===== config.mk =====
export PLATFORM = sky130hd
export DESIGN_NAME = priority_rotation_queue_rank
export DESIGN_NICKNAME = d
export VERILOG_FILES = /design/src/prqr_pkg.sv /design/src/prqr_ctrl.sv /design/src/prqr_datapath.sv /design/src/priority_rotation_queue_rank.sv
export SDC_FILE = /design/constraint.sdc
export NUM_CORES = 1
export LEC_CHECK = 0
export BUFFER_PORTS_ARGS = -buffer_cell sky130_fd_sc_hd__buf_4
export CORE_MARGIN = 4
export CORE_UTILIZATION = 60
export CTS_CLUSTER_DIAMETER = 150
export DETAILED_ROUTE_END_ITERATION = 7
export PLACE_DENSITY = 0.76
export SYNTH_ARGS = -nofsm -noshare
export SYNTH_HDL_FRONTEND = slang
export SYNTH_SLANG_ARGS = --single-unit
export TNS_END_PERCENT = 20

===== constraint.sdc =====
create_clock -name clk -period 5.7 [get_ports clk]
set_input_delay 1.14 -clock clk [delete_from_list [all_inputs] [get_ports clk]]
set_output_delay 1.14 -clock clk [all_outputs]
set_load 0.005 [all_outputs]

===== src/prqr_pkg.sv =====
// ----------------------------------------------------------------------------
// prqr_pkg
// Shared types and constants for the priority rotation queue rank block.
// ----------------------------------------------------------------------------
package prqr_pkg;

  localparam int QUEUE_DEPTH   = 64;
  localparam int PRIORITY_BITS = 8;

  localparam int ADDR_W   = (QUEUE_DEPTH > 1) ? $clog2(QUEUE_DEPTH) : 1;
  localparam int CNT_W    = $clog2(QUEUE_DEPTH + 1);
  localparam int PRI_W    = PRIORITY_BITS;
  localparam int REQ_W    = 8;
  localparam int TGT_W    = 6;
  localparam int RANK_W   = 7;
  localparam int ERR_W    = 2;
  localparam int CMP_W    = (CNT_W > TGT_W) ? CNT_W : TGT_W;
  localparam int IN_TDATA_W  = 16;
  localparam int OUT_TDATA_W = 16;
  localparam int OUT_PAD_W   = OUT_TDATA_W - RANK_W - ERR_W;

  typedef enum logic [ERR_W-1:0] {
    ERR_OK       = 2'd0,
    ERR_TARGET   = 2'd1,
    ERR_OVERFLOW = 2'd2
  } err_code_t;

  typedef enum logic [6:0] {
    ST_IDLE      = 7'b0000001,
    ST_CHECK     = 7'b0000010,
    ST_SCAN_INIT = 7'b0000100,
    ST_SCAN      = 7'b0001000,
    ST_POP_RD    = 7'b0010000,
    ST_POP_EVAL  = 7'b0100000,
    ST_FINISH    = 7'b1000000
  } state_t;

  typedef struct packed {
    logic [ADDR_W-1:0] origin;
    logic [PRI_W-1:0]  prio;
  } entry_t;

  typedef struct packed {
    logic push;       // a job request is accepted this cycle
    logic set_err;    // latch an error result
    logic scan_start; // restart the maximum scan at the head
    logic scan_run;   // step the maximum scan
    logic pop_eval;   // front entry read data is valid, rotate or execute
    logic finish;     // move the result to the output register and clear
  } prqr_cmd_t;

  typedef struct packed {
    logic overflow;
    logic target_bad;
    logic scan_done;
    logic rotate;
    logic hit;
    logic out_free;
  } prqr_status_t;

endpackage


===== src/prqr_ctrl.sv =====
// ----------------------------------------------------------------------------
// prqr_ctrl
// Sequencer for loading, checking and running the rotation queue.
// ----------------------------------------------------------------------------
module prqr_ctrl import prqr_pkg::*; (
  input  logic         clk,
  input  logic         rst,
  input  logic         in_valid,
  input  logic         in_last,
  output logic         in_ready,
  input  prqr_status_t status,
  output prqr_cmd_t    cmd
);

  state_t state;
  state_t state_next;

  always_ff @(posedge clk) begin
    if (rst) begin
      state <= ST_IDLE;
    end else begin
      state <= state_next;
    end
  end

  always_comb begin
    state_next = state;
    cmd        = '0;
    in_ready   = 1'b0;
    unique case (state)
      ST_IDLE: begin
        in_ready = 1'b1;
        if (in_valid) begin
          cmd.push = 1'b1;
          if (in_last) begin
            state_next = ST_CHECK;
          end
        end
      end
      ST_CHECK: begin
        if (status.overflow || status.target_bad) begin
          cmd.set_err = 1'b1;
          state_next  = ST_FINISH;
        end else begin
          state_next = ST_SCAN_INIT;
        end
      end
      ST_SCAN_INIT: begin
        cmd.scan_start = 1'b1;
        state_next     = ST_SCAN;
      end
      ST_SCAN: begin
        cmd.scan_run = 1'b1;
        if (status.scan_done) begin
          state_next = ST_POP_RD;
        end
      end
      ST_POP_RD: begin
        state_next = ST_POP_EVAL;
      end
      ST_POP_EVAL: begin
        cmd.pop_eval = 1'b1;
        if (status.rotate) begin
          state_next = ST_POP_RD;
        end else if (status.hit) begin
          state_next = ST_FINISH;
        end else begin
          // The maximum can only drop after an entry executes.
          state_next = ST_SCAN_INIT;
        end
      end
      ST_FINISH: begin
        if (status.out_free) begin
          cmd.finish = 1'b1;
          state_next = ST_IDLE;
        end
      end
      default: begin
        state_next = ST_IDLE;
      end
    endcase
  end

endmodule


===== src/prqr_datapath.sv =====
// ----------------------------------------------------------------------------
// prqr_datapath
// Ring memory, queue pointers, maximum scan and the result register.
// ----------------------------------------------------------------------------
module prqr_datapath import prqr_pkg::*; (
  input  logic              clk,
  input  logic              rst,
  input  prqr_cmd_t         cmd,
  input  logic [REQ_W-1:0]  prio_in,
  input  logic [TGT_W-1:0]  target_in,
  output prqr_status_t      status,
  output logic              out_valid,
  input  logic              out_ready,
  output logic [RANK_W-1:0] out_rank,
  output logic [ERR_W-1:0]  out_err
);

  entry_t ring [QUEUE_DEPTH];
  entry_t rd_data;

  logic [ADDR_W-1:0] head_ptr;
  logic [CNT_W-1:0]  entry_count;
  logic [RANK_W-1:0] run_count;
  logic              overflow_seen;
  logic [TGT_W-1:0]  target_q;
  logic [PRI_W-1:0]  best;
  logic [ADDR_W-1:0] scan_ptr;
  logic [CNT_W-1:0]  scan_cnt;
  logic              scan_pend;
  logic [RANK_W-1:0] res_rank;
  err_code_t         res_err;

  logic [PRI_W-1:0]  pri_in;
  logic              full;
  logic [ADDR_W-1:0] head_inc;
  logic [ADDR_W-1:0] scan_inc;
  logic [CNT_W:0]    tail_sum;
  logic [CNT_W:0]    tail_wrap;
  logic [ADDR_W-1:0] tail_ptr;
  logic              scan_issue;
  logic [ADDR_W-1:0] rd_addr;
  logic              wr_en;
  logic [ADDR_W-1:0] wr_addr;
  entry_t            wr_data;
  logic              rotate;
  logic              hit;

  always_comb begin
    pri_in    = PRI_W'(prio_in);
    full      = (entry_count == CNT_W'(QUEUE_DEPTH));
    head_inc  = (head_ptr == ADDR_W'(QUEUE_DEPTH - 1)) ? '0 : head_ptr + 1'b1;
    scan_inc  = (scan_ptr == ADDR_W'(QUEUE_DEPTH - 1)) ? '0 : scan_ptr + 1'b1;
    // After the front is taken off, the tail slot sits entry_count past the old head.
    tail_sum  = (CNT_W+1)'(head_ptr) + (CNT_W+1)'(entry_count);
    tail_wrap = (tail_sum >= (CNT_W+1)'(QUEUE_DEPTH)) ?
                tail_sum - (CNT_W+1)'(QUEUE_DEPTH) : tail_sum;
    tail_ptr  = tail_wrap[ADDR_W-1:0];

    scan_issue = cmd.scan_run && (scan_cnt != entry_count);
    rd_addr    = scan_issue ? scan_ptr : head_ptr;

    rotate = rd_data.prio < best;
    hit    = CMP_W'(rd_data.origin) == CMP_W'(target_q);

    wr_en   = 1'b0;
    wr_addr = entry_count[ADDR_W-1:0];
    wr_data = '{origin: entry_count[ADDR_W-1:0], prio: pri_in};
    if (cmd.push && !full) begin
      wr_en = 1'b1;
    end else if (cmd.pop_eval && rotate) begin
      wr_en   = 1'b1;
      wr_addr = tail_ptr;
      wr_data = rd_data;
    end

    status.overflow   = overflow_seen;
    status.target_bad = CMP_W'(target_q) >= CMP_W'(entry_count);
    status.scan_done  = (scan_cnt == entry_count) && !scan_pend;
    status.rotate     = rotate;
    status.hit        = hit;
    status.out_free   = !out_valid || out_ready;
  end

  always_ff @(posedge clk) begin
    if (wr_en) begin
      ring[wr_addr] <= wr_data;
    end
    rd_data <= ring[rd_addr];
  end

  always_ff @(posedge clk) begin
    if (rst) begin
      head_ptr      <= '0;
      entry_count   <= '0;
      run_count     <= '0;
      overflow_seen <= 1'b0;
      scan_cnt      <= '0;
      scan_pend     <= 1'b0;
      out_valid     <= 1'b0;
    end else begin
      scan_pend <= scan_issue;
      if (cmd.push) begin
        if (full) begin
          overflow_seen <= 1'b1;
        end else begin
          entry_count <= entry_count + 1'b1;
        end
      end
      if (cmd.scan_start) begin
        scan_cnt <= '0;
      end else if (scan_issue) begin
        scan_cnt <= scan_cnt + 1'b1;
      end
      if (cmd.pop_eval) begin
        head_ptr <= head_inc;
        if (!rotate) begin
          entry_count <= entry_count - 1'b1;
          run_count   <= run_count + 1'b1;
        end
      end
      if (cmd.finish) begin
        head_ptr      <= '0;
        entry_count   <= '0;
        run_count     <= '0;
        overflow_seen <= 1'b0;
        out_valid     <= 1'b1;
      end else if (out_ready) begin
        out_valid <= 1'b0;
      end
    end
  end

  always_ff @(posedge clk) begin
    if (cmd.push) begin
      target_q <= target_in;
    end
    if (cmd.scan_start) begin
      best     <= '0;
      scan_ptr <= head_ptr;
    end else begin
      if (scan_issue) begin
        scan_ptr <= scan_inc;
      end
      if (scan_pend && (rd_data.prio > best)) begin
        best <= rd_data.prio;
      end
    end
    if (cmd.set_err) begin
      res_rank <= '0;
      res_err  <= overflow_seen ? ERR_OVERFLOW : ERR_TARGET;
    end else if (cmd.pop_eval && !rotate && hit) begin
      res_rank <= run_count + 1'b1;
      res_err  <= ERR_OK;
    end
    if (cmd.finish) begin
      out_rank <= res_rank;
      out_err  <= res_err;
    end
  end

endmodule


===== src/priority_rotation_queue_rank.sv =====
// ----------------------------------------------------------------------------
// priority_rotation_queue_rank
// Loads a list of job priorities into a circular queue and, on the last job,
// runs the queue to find the 1-based execution rank of the target job.
//
//   Channel   Dir  Contents
//   s_axis    in   tdata[7:0] priority_req, tdata[13:8] target_index, tlast last
//   m_axis    out  tdata[6:0] exec_rank, tdata[8:7] error_code
//
// Job requests that are not last are taken back to back while idle. A last
// request starts a run: for N queued jobs, every execution costs a maximum
// scan of the ring memory, and every rotation or pop costs a registered
// memory read.
// Reset is synchronous; the ring memory is not cleared and needs no pass.
// While a result waits in the output register, new requests are still taken.
// ----------------------------------------------------------------------------
module priority_rotation_queue_rank import prqr_pkg::*; (
  input  logic                   clk,
  input  logic                   rst,
  input  logic                   s_axis_tvalid,
  output logic                   s_axis_tready,
  input  logic [IN_TDATA_W-1:0]  s_axis_tdata,  // priority_req, target_index
  input  logic                   s_axis_tlast,
  output logic                   m_axis_tvalid,
  input  logic                   m_axis_tready,
  output logic [OUT_TDATA_W-1:0] m_axis_tdata   // exec_rank, error_code
);

  prqr_cmd_t         cmd;
  prqr_status_t      status;
  logic [RANK_W-1:0] exec_rank;
  logic [ERR_W-1:0]  error_code;

  prqr_ctrl u_ctrl (
    .clk      (clk),
    .rst      (rst),
    .in_valid (s_axis_tvalid),
    .in_last  (s_axis_tlast),
    .in_ready (s_axis_tready),
    .status   (status),
    .cmd      (cmd)
  );

  prqr_datapath u_datapath (
    .clk       (clk),
    .rst       (rst),
    .cmd       (cmd),
    .prio_in   (s_axis_tdata[REQ_W-1:0]),
    .target_in (s_axis_tdata[REQ_W +: TGT_W]),
    .status    (status),
    .out_valid (m_axis_tvalid),
    .out_ready (m_axis_tready),
    .out_rank  (exec_rank),
    .out_err   (error_code)
  );

  assign m_axis_tdata = {{OUT_PAD_W{1'b0}}, error_code, exec_rank};

endmodule

==> impl_metrics.yaml, run 1 <==
setup_path:
  cp-end-kind: "register"
  worstSetupPathType: "reg2reg"
  arrival_ns: 5.13
  reg2reg_slack_ns: 1.05
  rr_worst_depth: 9
  critPathMaxFanout: 15
  regToRegEndpoint: "u_datapath.rd_data[1]"
  r2r_start: "u_ctrl.state[3]"
  required_ns: 6.17
  start_kind: "register"
power_and_ir_drop:
  vdd_drop_max_v: 0.0002965
  p_per_area_nw_per_um2: 336.7
  leakage_nw: 17.10
grt:
  use_met1_pct: 37.12
  top_usage_layer: "met2"
  grt_pass1_vias: 22500
  grtUsageMet2_pct: 40.54
  grt_max_degree: 86
  antenna_found_initial: 1
  grt_pass1_wl_um: 138700
  grt_overflow: 0
  grtUsageTotal_pct: 26.14
  grt_util_met3_pct: 4.276
detailed_routing:
  drt_iter0_drc: 3137
  drt-total-wl_um: 93720
  firstDrtPassIters: 7
  via_per_inst: 6.433
  drc: 0
  detail_route.wl_per_cell_um: 26.17
  vias: 23040
  ant_nets: 0
floorplanning:
  io_pins: 39
  initial_core_util_pct: 60.70
  core_um2: 65860
  rows: 94
  die_y_um: 266.1
  die-area_um2: 70830
  fp.dieW_um: 266.1
yosys:
  yosysWarningCount: 0
  dominantRegCellSynth: "edfxtp_1"
  async_reset_ff_share_pct: 0
  ys_ff_latch: 985
  synth_cell_types: 71
  synth_seq_area_share_pct: 72.33
  synth_area_per_cell_um2: 15.71
  syn_inst: 2544
  synth_edf_count: 919
  syn_area_um2: 39980
timing:
  tightest_slew_ns: 1.330
  max_freq_ghz: 0.2149
  grt_setup_unrepaired: "no"
  drv_slew: 0
  setup_viol: 0
  slew_headroom_pct: 11.32
  whs_ns: 0.4174
  hold_viol_final: 0
  min_period_over_period_pct: 81.64
  tns_ns: 0
  post-route-min-period_ns: 4.654
  skew_ns: 0.03806
clocking:
  numCtsBuffers: 96
  clk_latency_ns: 0.65
  clk_pin_slew_ns: 0.06
  cts_setup_buffers: 0
  post_cts_resized: 0
  clock_sinks: 985
  cts.htree.levels: 3
  tritoncts: "done"
  clockBufferDepth: 3
  ctsHoldBuffers: 0
  ctsRootBufferMaster: "clkbuf_16"
run_status:
  status: "finished clean"
run:
  cap_violations: 0
worst_hold_path:
  min_path_cells: 0
  hp-class: "reg2reg"
  hp-start: "u_datapath.res_err[1]"
  holdPathEnd: "u_datapath.out_err[1]"
final_layout:
  area_delta_synth_final_pct: 11.94
  finish.net_count: 2680
  drive_gt1_share_pct: 13.99
placed_design:
  dp_hpwl_um: 56440
  gp_congestion: 0.9920
  portBuffers: 29
## worst max-delay path: stages, from the launching register on
cell and delay (ns):
dfxtp_1 0.47, nor4b_4 0.27, nand2_1 0.19, a41oi_4 0.48, buf_4 0.36, mux2i_1 0.58, nand2b_1 0.66, o22ai_1 0.26
nor4_1 0.91, nand4_1 0.26
## sequential cells by signal, indices dropped and copies added (netlist names), 7 cells and up
| register | cells |
|---|---|
| u_datapath.best | 8 |
| u_datapath.scan_cnt | 7 |
| u_datapath.out_rank | 7 |
| u_datapath.entry_count | 7 |
| u_datapath.res_rank | 7 |
| u_ctrl.state | 7 |
| u_datapath.ring | 896 |
| u_datapath.rd_data | 14 |
| u_datapath.run_count | 7 |
## final cells by class
class,count,area (um^2)
multi-input combinational,1302,9986
timing repair buffer,141,1146
sequential,985,28920
clock buffer,123,2597
inverter,107,401.6
tap,864,1081
antenna,1,2.502
clock inverter,58,619.3
fill,4251,21110
## kinds of logic after synthesis
family,synth area share [%]
muxes,9.624
xor gates and xnor gates,0.9858
DFF,72.33
and+or+nand+nor,4.670
adders and majority gates,0.8325
AOI/OAI and AO/OA,8.366
buffers and inverters,3.180
other,0.009380
## worst max path at each step
stage | startpoint | to | slack, ns | cells past startpoint
finish | u_ctrl.state[3] | u_datapath.rd_data[1] | 1.05 | 9
global route | u_ctrl.state[1] | u_datapath.rd_data[1] | 0.95 | 9
CTS | u_ctrl.state[3] | u_datapath.rd_data[1] | 1.26 | 9
detailed placement | u_ctrl.state[3] | u_datapath.rd_data[1] | 1.30 | 9
global placement | u_datapath.entry_count[0] | u_datapath.rd_data[1] | 1.35 | 9
floorplan | u_datapath.best[1] | u_datapath.ring[0][0] | 0.78 | 9
## synth_stat cells, drive strengths merged, types with 19 or more instances
library cell,n,share of area [%]
edfxtp,919,69
mux2i,336,8.4
nor2,120,1.2
o22ai,113,1.8
buf,110,1.7
inv,107,1.0
o21ai,104,1.3
nand2,95,0.89
o211ai,88,1.8
dfxtp,66,3.3
clkbuf,46,0.44
mux2,43,1.2
nor4,43,0.77
a31oi,29,0.45
a222oi,28,0.70
o2111ai,28,0.61
o2bb2a,28,0.70
ha,25,0.78
a21oi,24,0.31
xor2,23,0.50
xnor2,22,0.48
nand4,20,0.31
nand2b,19,0.30
## routing by layer
metal  wire length [um]  part of all wire, %
met1              37260                   40
met2              43520                   46
met3               8650                  9.2
met4               4292                  4.6
met5                  0                    0
## placed cells by master (no fill, tap or decap), types with 78 or more instances in the layout
master / netlist / routed
buf_4: 17 / 134
clkbuf_16: 0 / 99
o21ai_0: 102 / 95
o211ai_1: 78 / 78
nor2_1: 119 / 119
inv_1: 107 / 107
edfxtp_1: 919 / 919
o22ai_1: 113 / 113
nand2_1: 95 / 95
mux2i_1: 336 / 331
## where the power goes
group          internal (mW)  leakage (nW)  switching, mW
logic                  0.166          6.38          0.428
registers               8.02          9.14         0.0740
clock network           3.74          1.58           2.64
## metrics by stage
| step | utilization (%) | setup slack (ns) | area [um^2] | power [mW] | cells |
|---|---|---|---|---|---|
| floorplan | - | 0.7824 | 40000 | 8.542 | 2550 |
| global placement | 63.06 | 1.345 | 41530 | 8.806 | 3399 |
| detailed placement | 63.06 | 1.302 | 41530 | 8.831 | 3399 |
| CTS | 67.94 | 1.257 | 44750 | 15.14 | 3580 |
| global route | 67.94 | 0.9481 | 44750 | 15.51 | 3580 |
| finish | 67.95 | 1.046 | 44750 | 15.07 | 3581 |
(Power assumes the default switching activity.)
==> inputs of run 2 (changes only) <==
Settings changed: CORE_UTILIZATION 60 to 57.
Clock period 5.7 ns to 4.1 ns, I/O delays scaled along.
==> impl_metrics.yaml, run 2 (same netlist as run 1, synthesis figures left out) <==
power_and_ir_drop:
  clockPowerShare_pct: 41.7
  vdd_drop_max_v: 0.0004420
  p_int_mw: 16.45
  seq_power_share_pct: 54.0
  sw_frac_of_total_pct: 20.96
  leakage_nw: 17.47
  p_per_area_nw_per_um2: 456.8
  comb_power_share_pct: 4.3
  power.switching_mw: 4.363
clocking:
  clk_latency_ns: 0.65
  numCtsBuffers: 97
  clockBufferDepth: 3
  cts_setup_buffers: 0
  tritoncts: "done"
  clk_pin_slew_ns: 0.06
  clock_sinks: 985
  cts.htree.levels: 3
  ctsRootBufferMaster: "clkbuf_16"
setup_path:
  r2r_start: "u_ctrl.state[1]"
  cp-end-kind: "register"
  critPathTopFamily: "simple AND/OR/NAND/NOR gates"
  start_kind: "register"
  arrival_ns: 4.53
  crit_start: "u_ctrl.state[1]"
  slowest_delay_ns: 0.93
  critPathMaxFanout: 28
  path_cells: "nor3_2, nand2_1, a41oi_4, mux2i_4, buf_12, buf_4, mux2i_1, o22ai_1, nor4_1, nand4_1"
  crit_buf_inv: 2
  required_ns: 4.59
  worstSetupPathType: "reg2reg"
  slowest_stage: "nor4_1"
final_layout:
  reg_top3: "u_datapath.ring (896), u_datapath.rd_data (14), u_datapath.best (8)"
  finish.net_count: 2750
  layout_common_cells: "edfxtp_1 (919), mux2i_1 (331), buf_4 (184)"
  top_register: "u_datapath.ring"
  area_delta_synth_final_pct: 13.96
  fillers: 4568
  antenna_cells: 0
  design_area_um2: 45560
  final_common_cell: "edfxtp_1"
  drive_gt1_share_pct: 16.50
  largest_register_ffs: 896
detailed_routing:
  drt-total-wl_um: 97360
  detail_route.wl_per_cell_um: 26.22
  ant_nets: 0
  drc: 0
  vias: 23430
  via_per_inst: 6.311
  drt_iter0_drc: 2731
  firstDrtPassIters: 7
run_status:
  status: "finished clean"
floorplanning:
  fp.dieW_um: 272.8
  io_pins: 39
  die-area_um2: 74440
  core_um2: 69070
  die_y_um: 272.8
  initial_core_util_pct: 57.88
  rows: 96
timing:
  drv_slew: 0
  slew_headroom_pct: 17.62
  grt_setup_unrepaired: "yes"
  tightest_slew_ns: 1.236
  max_freq_ghz: 0.2474
  setup_viol: 0
  skew_ns: 0.02689
  hold_viol_final: 0
  post-route-min-period_ns: 4.042
  whs_ns: 0.3623
  min_period_over_period_pct: 98.59
worst_hold_path:
  hp-class: "in2reg"
  hp-start: "s_axis_tdata[13]"
grt:
  grt_pass1_wl_um: 144200
  grt_overflow: 0
  grtUsageTotal_pct: 25.98
  grt_max_degree: 66
  antenna_found_initial: 3
  grt_pass1_vias: 22950
run:
  cap_violations: 0
placed_design:
  gp_congestion: 0.8916
  dp_hpwl_um: 59170
  dpl_cell_area_um2: 42360
  portBuffers: 29
run 2: cell count changes in the layout (fill, tap and decap cells not counted), sizes merged:
cell	change
bufinv	-5
diode	-1
clkbuf	+7
inv	-1
clkinvlp	+2
clkinv	-6
buf	+69
run 2: power by group through the flow:
stage / combinational, mW / clock [mW] / sequential, mW
floorplan: 0.446 / 0 / 11.4
global placement: 0.829 / 0 / 11.4
detailed placement: 0.876 / 0 / 11.4
CTS: 0.880 / 8.79 / 11.2
global route: 0.943 / 9.21 / 11.2
finish: 0.896 / 8.68 / 11.2
run 2: worst paths after layout:
| check | end | slack, ns | depth (start not counted) |
|---|---|---|---|
| max | u_datapath.rd_data[10] | 0.06 | 10 |
| min | u_datapath.target_q[5] | 0.36 | 1 |
| max reg2reg | u_datapath.rd_data[10] | 0.06 | 10 |
| min reg2reg | u_datapath.out_err[1] | 0.43 | 0 |
run 2: cell type report:
| cell class | count | area, um^2 | share of cell area, % |
|---|---|---|---|
| sequential | 985 | 28920 | 63.48 |
| inverter | 107 | 401.6 | 0.8816 |
| timing repair buffer | 210 | 1902 | 4.174 |
| clock buffer | 130 | 2726 | 5.984 |
| tap | 931 | 1165 | 2.557 |
| clock inverter | 48 | 411.6 | 0.9035 |
| multi-input combinational | 1302 | 10030 | 22.02 |
run 2: routing by layer:
metal | wire [um] | track usage, % | up-vias
li1 | - | - | 10260
met1 | 38550 | 35.67 | 11790
met2 | 46190 | 41.62 | 1176
met3 | 8219 | 4.205 | 212
met4 | 4404 | 11.46 | 0
met5 | 0 | 0 | -
run 2: repair_timing:
action	CTS	global route
hold buffers	0	0
gates resized for setup	0	10
setup endpoints to repair	0	9
run 2: stage by stage:
step	worst slack [ns]	TNS, ns	util, %	instances	total power [mW]
final	0.05779	0	65.96	3713	20.81
after global routing	-0.04911	-0.08697	65.96	3713	21.39
after CTS	0.03585	0	65.88	3713	20.90
after detailed placement	0.06812	0	61.34	3535	12.32
after global placement	0.2202	0	61.34	3535	12.27
after floorplan	-0.6294	-242.21	-	2550	11.87
run 2: worst register-to-register path, delay by kind of cell, from the launching register on:
family,cells,cell delay (ns)
simple gates,4,1.68
compound gates,2,0.68
buf+inv,2,0.57
mux,2,0.57
flops,1,0.38
